==> src/rtl/core/pngu_pkg.sv <==
// ----------------------------------------------------------------------------
// pngu_pkg
// Shared types, codes and the paeth predictor for the scanline unfilter.
// ----------------------------------------------------------------------------
package pngu_pkg;

  // filter codes as held per row; any code above 4 is folded to FILT_BAD
  localparam logic [2:0] FILT_NONE  = 3'd0;
  localparam logic [2:0] FILT_SUB   = 3'd1;
  localparam logic [2:0] FILT_UP    = 3'd2;
  localparam logic [2:0] FILT_AVG   = 3'd3;
  localparam logic [2:0] FILT_PAETH = 3'd4;
  localparam logic [2:0] FILT_BAD   = 3'd7;

  // configuration register indexes
  localparam logic REG_BPP       = 1'b0;
  localparam logic REG_ROW_BYTES = 1'b1;

  // one data beat waiting on its row store read
  typedef struct packed {
    logic [7:0] data;
    logic [2:0] filt;
    logic       first;    // image's first row: up byte is zero
    logic       left_ok;  // byte position in row >= bytes per pixel: left bytes are real
    logic       last;
  } beat_t;

  function automatic logic [7:0] paeth(input logic [7:0] a, input logic [7:0] b,
                                       input logic [7:0] c);
    logic signed [9:0] pa;
    logic signed [9:0] pb;
    logic signed [9:0] pc;
    logic signed [9:0] ta;
    logic signed [9:0] tb;
    logic signed [9:0] tc;
    // pa = |b - c|, pb = |a - c|, pc = |a + b - 2c|
    ta = $signed({2'b00, b}) - $signed({2'b00, c});
    tb = $signed({2'b00, a}) - $signed({2'b00, c});
    tc = ta + tb;
    pa = (ta < 0) ? -ta : ta;
    pb = (tb < 0) ? -tb : tb;
    pc = (tc < 0) ? -tc : tc;
    if (pa <= pb && pa <= pc) begin
      paeth = a;
    end else if (pb <= pc) begin
      paeth = b;
    end else begin
      paeth = c;
    end
  endfunction

endpackage

==> src/rtl/core/pngu_recon.sv <==
// ----------------------------------------------------------------------------
// pngu_recon
// Byte reconstruction: left and upper-left history and the five filters.
// ----------------------------------------------------------------------------
module pngu_recon #(
  parameter int MAX_PIXEL_BYTES = 8,
  parameter int PW              = 3
) (
  input  logic                clk,
  input  pngu_pkg::beat_t     beat,
  input  logic [7:0]          up_raw,   // row store read data
  input  logic [PW-1:0]       tap,      // bytes per pixel minus one
  input  logic                fire,     // beat leaves the stage
  output logic [7:0]          pixel,
  output logic [7:0]          up_byte
);

  logic [7:0] left [MAX_PIXEL_BYTES];
  logic [7:0] upl  [MAX_PIXEL_BYTES];
  logic [7:0] a;
  logic [7:0] c;
  logic [8:0] avg_sum;

  // history older than the row start is gated off rather than cleared
  assign a       = beat.left_ok ? left[tap] : 8'd0;
  assign c       = beat.left_ok ? upl[tap]  : 8'd0;
  assign up_byte = beat.first ? 8'd0 : up_raw;
  assign avg_sum = {1'b0, a} + {1'b0, up_byte};

  always_comb begin
    case (beat.filt)
      pngu_pkg::FILT_NONE:  pixel = beat.data;
      pngu_pkg::FILT_SUB:   pixel = beat.data + a;
      pngu_pkg::FILT_UP:    pixel = beat.data + up_byte;
      pngu_pkg::FILT_AVG:   pixel = beat.data + avg_sum[8:1];
      pngu_pkg::FILT_PAETH: pixel = beat.data + pngu_pkg::paeth(a, up_byte, c);
      default:              pixel = beat.data;
    endcase
  end

  always_ff @(posedge clk) begin
    if (fire) begin
      left[0] <= pixel;
      upl[0]  <= up_byte;
      for (int i = 1; i < MAX_PIXEL_BYTES; i++) begin
        left[i] <= left[i-1];
        upl[i]  <= upl[i-1];
      end
    end
  end

endmodule
==> config.mk <==
export PLATFORM = sky130hd
export DESIGN_NAME = pngu_recon
export DESIGN_NICKNAME = d
export VERILOG_FILES = /design/src/rtl/core/pngu_pkg.sv /design/src/rtl/core/pngu_recon.sv
export SDC_FILE = /design/constraint.sdc
export NUM_CORES = 1
export LEC_CHECK = 0
export ABC_CLOCK_PERIOD_IN_PS = 24100
export BUFFER_PORTS_ARGS = -buffer_cell sky130_fd_sc_hd__buf_4
export CORE_ASPECT_RATIO = 0.8
export CORE_MARGIN = 3
export CORE_UTILIZATION = 35
export CTS_CLUSTER_DIAMETER = 60
export DETAILED_ROUTE_END_ITERATION = 6
export HOLD_SLACK_MARGIN = 0.05
export REMOVE_ABC_BUFFERS = 1
export SYNTH_ARGS = -nofsm -noshare
export SYNTH_HDL_FRONTEND = slang
export SYNTH_SLANG_ARGS = --single-unit
==> constraint.sdc <==
create_clock -name clk -period 24.1 [get_ports clk]
set_input_delay 3.615 -clock clk [delete_from_list [all_inputs] [get_ports clk]]
set_output_delay 3.615 -clock clk [all_outputs]
set_load 0.01 [all_outputs]
==> impl_metrics.py, run 1 <==
metrics = {
    "route": {
        "via_per_inst": 5.391,
        "avgRoutedWirePerCell_um": 18.51,
        "wl_met2_um": 8669,
        "dr.pass1.iters": 5,
        "dr_wl_met3_um": 807,
        "drt-initial-drc-count": 510,
        "highest_layer": "met4",
        "wirelength_um": 18690,
        "vias": 5445,
        "drc": 0,
        "postRouteAntennaNets": 0,
        "wl_met1_um": 9066,
    },
    "floorplan": {
        "io_pins": 43,
        "rows": 49,
        "coreArea_mm2": 0.02262,
        "dieArea_mm2": 0.02511,
        "start_util_pct": 35.94,
        "dieHeight_um": 142.3,
        "die_x_um": 176.4,
    },
    "clocking": {
        "cts-hold-fix-buffers": 0,
        "cts_tree": "done",
        "insertion_delay_ns": 0.41,
        "clock-sinks": 128,
        "clk_pin_slew_ns": 0.06,
        "h-tree-depth": 4,
        "cts_root_buf": "clkbuf_16",
        "cts_resized": 0,
        "cts_buffer_depth": 2,
        "cts_buffers": 17,
        "post-cts-setup-buffer-count": 0,
    },
    "setup_path": {
        "crit_type": "in2out",
        "crit_path_start_kind": "primary input",
        "reg2reg_to": "left[0][7]",
        "r2r_setup_slack_ns": 14.93,
        "crit_top_cell": "ha_1",
        "path_max_fanout": 32,
        "required_ns": 20.48,
        "reg2reg_from": "upl[6][0]",
        "crit_arrival_ns": 13.00,
        "slowest_delay_ns": 0.59,
        "r2r_cells": 33,
        "critPathCaptureType": "primary output",
        "cp_slowest_cell": "mux4_2",
    },
    "sta": {
        "finClkSkew_ns": 0.008110,
        "fin_crit_sh_pct": 68.95,
        "drv_slew": 0,
        "fmax_mhz": 60.18,
        "rsz0062_at_grt": "no",
        "setup_violations": 0,
        "fin_setup_tns_ns": 0,
        "worst_slew_pin_slew_ns": 1.172,
        "period_needed_ns": 16.62,
        "slew_headroom_pct": 21.29,
        "hold_violations": 0,
    },
    "global_routing": {
        "antenna_found_initial": 0,
        "grt_usage_pct": 15.26,
        "grt_pass1_vias": 5498,
        "grt_max_degree": 90,
        "grt_pass1_wl_um": 30050,
        "grt_overflow": 0,
    },
    "logic_synthesis": {
        "synth.area.top_cells": "edfxtp_1, ha_1, mux4_2",
        "synth_edf_count": 128,
        "yosys.cell_types.count": 65,
        "ys_seq_elements": 128,
        "synth_area_mm2": 0.008132,
        "synth_cells": 642,
        "yosys_warnings": 0,
        "yosys-top-cells-count": "edfxtp_1, ha_1, nor2_1",
        "synth_ff_type": "edfxtp_1",
        "yosysSeqAreaShare_pct": 47.27,
        "syn_avg_cell_area_um2": 12.67,
        "synth-async-reset-ratio_pct": 0,
        "yosysTopAreaCell": "edfxtp_1",
        "synth_top_area_share_pct": 47.27,
        "synth.most_common_cell": "edfxtp_1",
    },
    "layout": {
        "nets": 790,
        "postLayoutCoreUtil_pct": 41.38,
        "area_delta_synth_final_pct": 15.13,
        "fill_cells": 2090,
        "drive_above_1_share_pct": 20.60,
        "diodes": 0,
        "final_cell_area_mm2": 0.009361,
    },
    "status": {
        "status": "finished clean",
    },
    "placement": {
        "place.port_buffers": 41,
        "placed_area_mm2": 0.008788,
        "gp_congestion": 0.8832,
        "hpwl_um": 13880,
    },
    "power": {
        "peakVddDrop_mv": 0.04991,
        "pwr-share-seq_pct": 26.4,
        "powerDensity_mw_per_mm2": 110.5,
        "leakagePower_uw": 0.003659,
        "p_comb_share_pct": 49.6,
        "intPower_uw": 631.4,
        "power.clock.fraction_pct": 23.9,
        "p_sw_share_pct": 38.94,
        "power_switching_uw": 402.6,
    },
    "worst_hold_path": {
        "whs_path_depth": 0,
        "holdCritPathClass": "reg2reg",
        "hold_path.startpoint": "upl[5][7]",
        "whs_endpoint": "upl[6][7]",
    },
    "job": {
        "maxCapViolations": 0,
    },
}
==> stage by stage <==
step	instances	setup WS (ns)	hold WS (ns)	power (uW)
finish	1010	7.484	0.4425	1034
global route	1010	6.890	0.4495	1111
floorplan	628	9.596	0.4207	649.2
CTS	1010	7.574	0.4459	1036
detailed placement	978	7.618	0.4285	784.0
global placement	978	7.875	0.4277	757.9
==> state kept, by name, indices dropped and copies added, names as in the netlist <==
| signal | flops |
|---|---|
| upl | 64 |
| left | 64 |
==> cells by family after synthesis <==
kind of cell             synth area share, %
AND/OR/NAND/NOR                        8.755
flip-flops                             47.27
AO/OA/AOI/OAI                          10.19
adder cells (fa/ha/maj)                12.09
multiplexers                           13.08
XOR/XNOR                               6.032
buffers and inverters                  2.493
other                                0.09236
==> final cells by class <==
cell class | count | area, um^2 | share of cell area (%)
Sequential cell | 128 | 3844 | 41.06
Timing Repair Buffer | 44 | 330.3 | 3.528
Tap cell | 306 | 382.9 | 4.090
Multi-Input combinational cell | 463 | 4093 | 43.72
Inverter | 37 | 138.9 | 1.484
Clock inverter | 15 | 147.6 | 1.577
Clock buffer | 17 | 425.4 | 4.544
==> worst max-delay path, delay by kind of cell <==
kind	cells	cell delay (ns)
AO/OA/AOI/OAI	15	3.37
adder cells (fa/ha/maj)	7	2.29
multiplexers	4	1.58
XOR/XNOR	3	0.91
buffers and inverters	3	0.81
AND/OR/NAND/NOR	3	0.40
==> worst max-delay path by stage <==
stage          cells past startpoint  endpoint  slack, ns   start
2_1_floorplan                     33  pixel[7]       9.60  tap[0]
3_3_place_gp                      35  pixel[7]       7.88  tap[0]
3_5_place_dp                      35  pixel[7]       7.62  tap[0]
4_1_cts                           35  pixel[7]       7.57  tap[0]
5_1_grt                           36  pixel[7]       6.89  tap[0]
6_report                          35  pixel[7]       7.48  tap[0]
==> layer usage <==
metal  up-vias  GRT usage, %
li1       2549             -
met1      2736         22.10
met2       148         23.84
met3        12         3.067
met4         0         3.471
met5         -             0
==> power by group through the flow <==
stage,registers [uW],logic [uW],clock network [uW]
floorplan,274,375,0
global placement,277,481,0
detailed placement,278,506,0
CTS,274,509,253
global route,275,572,264
finish,273,513,247
==> cell usage in the layout, fill, tap and decap left out, drive strengths merged, types with 14 or more instances in the layout <==
master,Yosys,routed
mux2i,14,14
inv,37,46
xnor2,32,32
nand2,37,37
o21ai,25,25
mux4,32,32
clkbuf,11,17
ha,67,67
edfxtp,128,128
a21oi,32,32
mux2,18,18
xor2,21,21
nor2,41,41
nor2b,18,18
nand2b,14,14
buf,5,44
(Power assumes the default switching activity.)
==> inputs of run 2 (changes only) <==
--- a/config.mk
+++ b/config.mk
@@ -5,7 +5,7 @@
 export SDC_FILE = /design/constraint.sdc
 export NUM_CORES = 1
 export LEC_CHECK = 0
-export ABC_CLOCK_PERIOD_IN_PS = 24100
+export ABC_CLOCK_PERIOD_IN_PS = 16450
 export BUFFER_PORTS_ARGS = -buffer_cell sky130_fd_sc_hd__buf_4
 export CORE_ASPECT_RATIO = 0.8
 export CORE_MARGIN = 3
==> constraint.sdc (replaced) <==
create_clock -name clk -period 16.45 [get_ports clk]
set_input_delay 2.4675 -clock clk [delete_from_list [all_inputs] [get_ports clk]]
set_output_delay 2.4675 -clock clk [all_outputs]
set_load 0.01 [all_outputs]
==> run 2 against run 1 <==
Clock power rose by 52%; clock skew rose by 0.0051 ns; flip-flop and latch count did not move; register-to-register slack got worse by 7.4 ns; largest cell class unchanged.
==> impl_metrics.py, run 2 (same netlist as run 1, synthesis figures left out) <==
metrics = {
    "setup_path": {
        "reg2reg_from": "upl[6][0]",
        "crit_top_cell": "ha_1",
        "crit_arrival_ns": 11.56,
        "critPathCaptureType": "primary output",
        "r2r_setup_slack_ns": 7.54,
        "slowest_delay_ns": 0.58,
        "reg2reg_to": "left[0][7]",
        "path_max_fanout": 32,
        "cp_slowest_cell": "mux4_2",
        "crit_type": "in2out",
        "required_ns": 13.98,
        "crit_buf_inv": 3,
        "crit_path_start_kind": "primary input",
        "crit_family": "compound AO/OA/AOI/OAI gates",
        "r2r_cells": 34,
    },
    "route": {
        "drc": 0,
        "dr.pass1.iters": 5,
        "wl_met1_um": 9007,
        "wirelength_um": 18670,
        "vias": 5418,
        "drt-initial-drc-count": 459,
        "via_per_inst": 5.370,
        "dr_wl_met3_um": 964,
        "postRouteAntennaNets": 0,
        "highest_layer": "met4",
        "avgRoutedWirePerCell_um": 18.50,
        "wl_met2_um": 8571,
    },
    "worst_hold_path": {
        "whs_path_depth": 0,
        "hold_path.startpoint": "upl[0][0]",
        "whs_endpoint": "upl[1][0]",
        "holdCritPathClass": "reg2reg",
    },
    "sta": {
        "drv_slew": 0,
        "setup_ws_ns": 2.423,
        "fmax_mhz": 71.29,
        "worst_slew_pin_slew_ns": 1.128,
        "rsz0062_at_grt": "no",
        "setup_violations": 0,
        "fin_crit_sh_pct": 85.27,
        "fin_setup_tns_ns": 0,
        "period_needed_ns": 14.03,
        "hold_violations": 0,
        "finClkSkew_ns": 0.01317,
        "slew_headroom_pct": 24.25,
    },
    "floorplan": {
        "dieHeight_um": 142.3,
        "start_util_pct": 35.94,
        "dieArea_mm2": 0.02511,
        "coreArea_mm2": 0.02262,
        "die_x_um": 176.4,
        "io_pins": 43,
        "rows": 49,
    },
    "layout": {
        "nets": 790,
        "layout_commonest_cell": "edfxtp_1",
        "reg_top3": "left x64, upl x64",
        "register_area_mm2": 0.003844,
        "area_delta_synth_final_pct": 15.36,
        "multiInputGateArea_mm2": 0.004093,
        "postLayoutCoreUtil_pct": 41.46,
        "drive_above_1_share_pct": 20.20,
        "diodes": 0,
        "final_cells": 1009,
        "layout_common_cells": "edfxtp_1, ha_1, buf_4, nor2_1",
        "fill_cells": 2085,
    },
    "status": {
        "status": "finished clean",
    },
    "power": {
        "peakVddDrop_mv": 0.07740,
        "powerDensity_mw_per_mm2": 162.5,
        "leakagePower_uw": 0.003664,
    },
    "placement": {
        "hpwl_um": 13930,
        "place_ws_ns": 2.440,
        "placedCellCount": 978,
        "gp_congestion": 0.9035,
        "place.port_buffers": 41,
    },
    "global_routing": {
        "antenna_found_initial": 0,
        "grt_pass1_wl_um": 30300,
        "grt_pass1_vias": 5604,
        "grt_overflow": 0,
        "grt_max_degree": 86,
        "grt_usage_pct": 15.30,
    },
    "clocking": {
        "cts_resized": 0,
        "cts_tree": "done",
        "cts-hold-fix-buffers": 0,
        "clk_pin_slew_ns": 0.06,
        "clock-sinks": 128,
        "cts_buffer_depth": 2,
        "cts_root_buf": "clkbuf_16",
        "insertion_delay_ns": 0.40,
        "h-tree-depth": 4,
        "cts_buffers": 17,
        "post-cts-setup-buffer-count": 0,
    },
    "job": {
        "maxCapViolations": 0,
    },
}
## run 2: cell count changes in the layout (fill, tap and decap cells not counted), sizes merged
cell / before / now
inv: 46 / 40
clkinv: 3 / 5
clkbuf: 17 / 18
bufinv: 1 / 3
## run 2: how the worst max path moves through the flow
stage / cells after the start / slack (ns) / start / end
after floorplan: 33 / 4.24 / tap[0] / pixel[7]
after CTS: 35 / 2.40 / tap[0] / pixel[7]
final: 35 / 2.42 / tap[0] / pixel[7]
after global routing: 35 / 1.60 / tap[0] / pixel[7]
after detailed placement: 35 / 2.44 / tap[0] / pixel[7]
after global placement: 35 / 2.55 / tap[0] / pixel[7]
## run 2: layout make-up
type                    count  area share (%)
multi-input cells         463           43.63
repair buffers             44           3.521
inverters                  37           1.481
flip-flops and latches    128           40.98
clock inverters            13           1.734
clock buffers              18           4.575
well taps                 306           4.082
## run 2: layer usage
metal	global-route usage, %	up-vias
li1	-	2545
met1	22.57	2703
met4	2.603	0
met5	0	-
met3	2.773	12
met2	24.10	158
## run 2: stage by stage
step | power (uW) | hold WS (ns) | instance area, um^2
floorplan | 951.1 | 0.4207 | 8075
global placement | 1112 | 0.4277 | 8788
detailed placement | 1142 | 0.4296 | 8788
CTS | 1527 | 0.4439 | 9380
global route | 1634 | 0.4507 | 9380
finish | 1524 | 0.4437 | 9380
## run 2: report_power, final
group / total, uW / switching (uW) / internal (uW)
Sequential: 401 / 11.1 / 390
Clock: 376 / 138 / 238
Combinational: 747 / 425 / 322
Total: 1520 / 574 / 950
==> inputs of run 3 (changes only) <==
--- a/config.mk
+++ b/config.mk
@@ -5,6 +5,7 @@
 export SDC_FILE = /design/constraint.sdc
 export NUM_CORES = 1
 export LEC_CHECK = 0
+export ABC_AREA = 1
 export ABC_CLOCK_PERIOD_IN_PS = 16450
 export BUFFER_PORTS_ARGS = -buffer_cell sky130_fd_sc_hd__buf_4
 export CORE_ASPECT_RATIO = 0.8
==> run 3 against run 2 <==
Largest power group unchanged; largest cell class unchanged; final cell count rose by 34%; sequential share of layout area fell by 1.5 points; global-route usage rose by 0.95 points; hold slack got worse by 0.0065 ns; count of clock-buffer cells in the layout rose by 1; area after synthesis rose by 5.2%; combinational power fell by 22%.
==> impl_metrics.py, run 3 <==
metrics = {
    "logic_synthesis": {
        "yosysSeqAreaShare_pct": 44.95,
        "yosysTopAreaCell": "edfxtp_1",
        "synth_area_mm2": 0.008551,
        "yosys_warnings": 0,
        "synth.most_common_cell": "nand2_1",
        "synth_edf_count": 128,
        "synth_ff_type": "edfxtp_1",
        "yosys.cell_types.count": 43,
        "ys_seq_elements": 128,
        "syn_avg_cell_area_um2": 8.681,
        "synth-async-reset-ratio_pct": 0,
        "yosys-top-cells-count": "nand2_1, edfxtp_1, inv_1",
        "synth.area.top_cells": "edfxtp_1, ha_1, nand2_1",
        "synth_cells": 985,
        "synth_top_area_share_pct": 44.95,
    },
    "worst_hold_path": {
        "holdCritPathClass": "reg2reg",
        "hold_path.startpoint": "left[6][6]",
        "whs_endpoint": "left[7][6]",
        "whs_path_depth": 0,
    },
    "status": {
        "status": "finished clean",
    },
    "layout": {
        "final_cells": 1353,
        "nets": 1127,
        "layout_commonest_cell": "nand2_1",
        "diodes": 0,
        "reg_top3": "left x64, upl x64",
        "drive_above_1_share_pct": 10.37,
        "register_area_mm2": 0.003844,
        "multiInputGateArea_mm2": 0.004115,
        "area_delta_synth_final_pct": 14.00,
        "layout_common_cells": "nand2_1, edfxtp_1, inv_1, nor2_1, o21ai_0",
        "fill_cells": 2318,
    },
    "floorplan": {
        "die_x_um": 180.8,
        "coreArea_mm2": 0.02371,
        "rows": 50,
        "dieHeight_um": 145.8,
        "start_util_pct": 36.06,
        "dieArea_mm2": 0.02635,
        "io_pins": 43,
    },
    "global_routing": {
        "antenna_found_initial": 0,
        "grt_overflow": 0,
        "grt_max_degree": 83,
        "grt_usage_pct": 16.26,
        "grt_pass1_wl_um": 34530,
        "grt_pass1_vias": 6425,
    },
    "setup_path": {
        "crit_path_start_kind": "primary input",
        "slowest_delay_ns": 0.78,
        "r2r_cells": 37,
        "required_ns": 13.98,
        "crit_top_cell": "nand2_1",
        "crit_arrival_ns": 11.66,
        "crit_type": "in2out",
        "critPathCaptureType": "primary output",
        "reg2reg_from": "upl[2][2]",
        "cp_slowest_cell": "clkinv_1",
        "path_max_fanout": 65,
        "r2r_setup_slack_ns": 8.43,
        "reg2reg_to": "left[0][6]",
    },
    "clocking": {
        "h-tree-depth": 4,
        "cts_buffer_depth": 2,
        "clk_pin_slew_ns": 0.06,
        "post-cts-setup-buffer-count": 0,
        "cts_buffers": 17,
        "cts_resized": 0,
        "cts_root_buf": "clkbuf_16",
        "cts_tree": "done",
        "cts-hold-fix-buffers": 0,
        "clock-sinks": 128,
        "insertion_delay_ns": 0.40,
    },
    "sta": {
        "setup_violations": 0,
        "drv_slew": 0,
        "fin_crit_sh_pct": 85.91,
        "fin_setup_tns_ns": 0,
        "rsz0062_at_grt": "no",
        "period_needed_ns": 14.13,
        "finClkSkew_ns": 0.006040,
        "hold_violations": 0,
        "slew_headroom_pct": 30.15,
        "worst_slew_pin_slew_ns": 1.048,
        "fmax_mhz": 70.76,
    },
    "route": {
        "postRouteAntennaNets": 0,
        "via_per_inst": 5.050,
        "drc": 0,
        "drt-initial-drc-count": 598,
        "avgRoutedWirePerCell_um": 15.82,
        "vias": 6832,
        "dr.pass1.iters": 5,
        "wirelength_um": 21400,
    },
    "job": {
        "maxCapViolations": 0,
    },
    "placement": {
        "place.port_buffers": 41,
        "placedCellCount": 1321,
        "hpwl_um": 15680,
        "gp_congestion": 0.8533,
    },
    "power": {
        "leakagePower_uw": 0.004332,
        "peakVddDrop_mv": 0.07417,
        "powerDensity_mw_per_mm2": 136.5,
    },
}
[run 3: cell types whose count changed after synthesis, sizes merged, moves of 29 or more]
cell and change:
o21ai +58, xnor2 -29, nand2 +174, mux4 -32
nor2 +80, nand3 +44, inv +89
[run 3: worst max-delay path by stage]
stage	from	end	slack, ns	depth (start not counted)
finish	tap[0]	pixel[6]	2.32	42
detailed placement	tap[0]	pixel[6]	2.25	42
global placement	tap[0]	pixel[6]	2.26	42
CTS	tap[0]	pixel[6]	2.22	42
global route	tap[0]	pixel[6]	1.37	48
floorplan	tap[0]	pixel[6]	4.67	45
[run 3: critical path, delay by kind of cell]
| family | cells | cell delay, ns |
|---|---|---|
| adder cells (fa/ha/maj) | 5 | 1.75 |
| AO/OA/AOI/OAI | 11 | 2.25 |
| AND/OR/NAND/NOR | 15 | 1.92 |
| buffers and inverters | 8 | 2.56 |
| XOR/XNOR | 3 | 0.65 |
[run 3: cells by family (layout without fill, tap and decap cells)]
| family | after synthesis | count (layout) | synth area share (%) |
|---|---|---|---|
| simple gates | 421 | 421 | 20.95 |
| compound gates | 183 | 183 | 13.11 |
| buf+inv | 154 | 208 | 7.009 |
| flops | 128 | 128 | 44.95 |
| fa+ha+maj | 72 | 72 | 10.97 |
| xor+xnor | 25 | 25 | 2.912 |
| other cells | 2 | 4 | 0.08783 |
[run 3: per-layer routing]
metal | part of all wire [%] | global-route usage, % | vias to the layer above
met5 | 0 | 0 | -
met4 | 0.75 | 3.260 | 0
met3 | 6.1 | 3.048 | 18
met2 | 43 | 23.65 | 179
met1 | 50 | 25.14 | 3164
li1 | - | - | 3471
[run 3: where the power goes]
part | switching [uW] | internal (uW)
clock network | 129 | 220
registers | 9.33 | 387
logic | 376 | 209
[run 3: layout make-up]
| class | count | share of cell area [%] |
|---|---|---|
| multi-input cells | 705 | 42.22 |
| repair buffers | 49 | 3.774 |
| inverters | 127 | 4.890 |
| well taps | 312 | 4.005 |
| clock inverters | 13 | 1.245 |
| flip-flops and latches | 128 | 39.43 |
| clock buffers | 19 | 4.441 |
[run 3: per-stage QoR]
| stage | utilization [%] | power, uW | instance area, um^2 | hold WS (ns) | setup slack, ns |
|---|---|---|---|---|---|
| global placement | 38.78 | 971.2 | 9194 | 0.4216 | 2.261 |
| finish | 41.11 | 1331 | 9748 | 0.4373 | 2.318 |
| floorplan | - | 834.6 | 8436 | 0.4207 | 4.672 |
| detailed placement | 38.78 | 984.4 | 9194 | 0.4265 | 2.254 |
| global route | 41.11 | 1450 | 9748 | 0.4451 | 1.373 |
| CTS | 41.11 | 1338 | 9748 | 0.4377 | 2.219 |
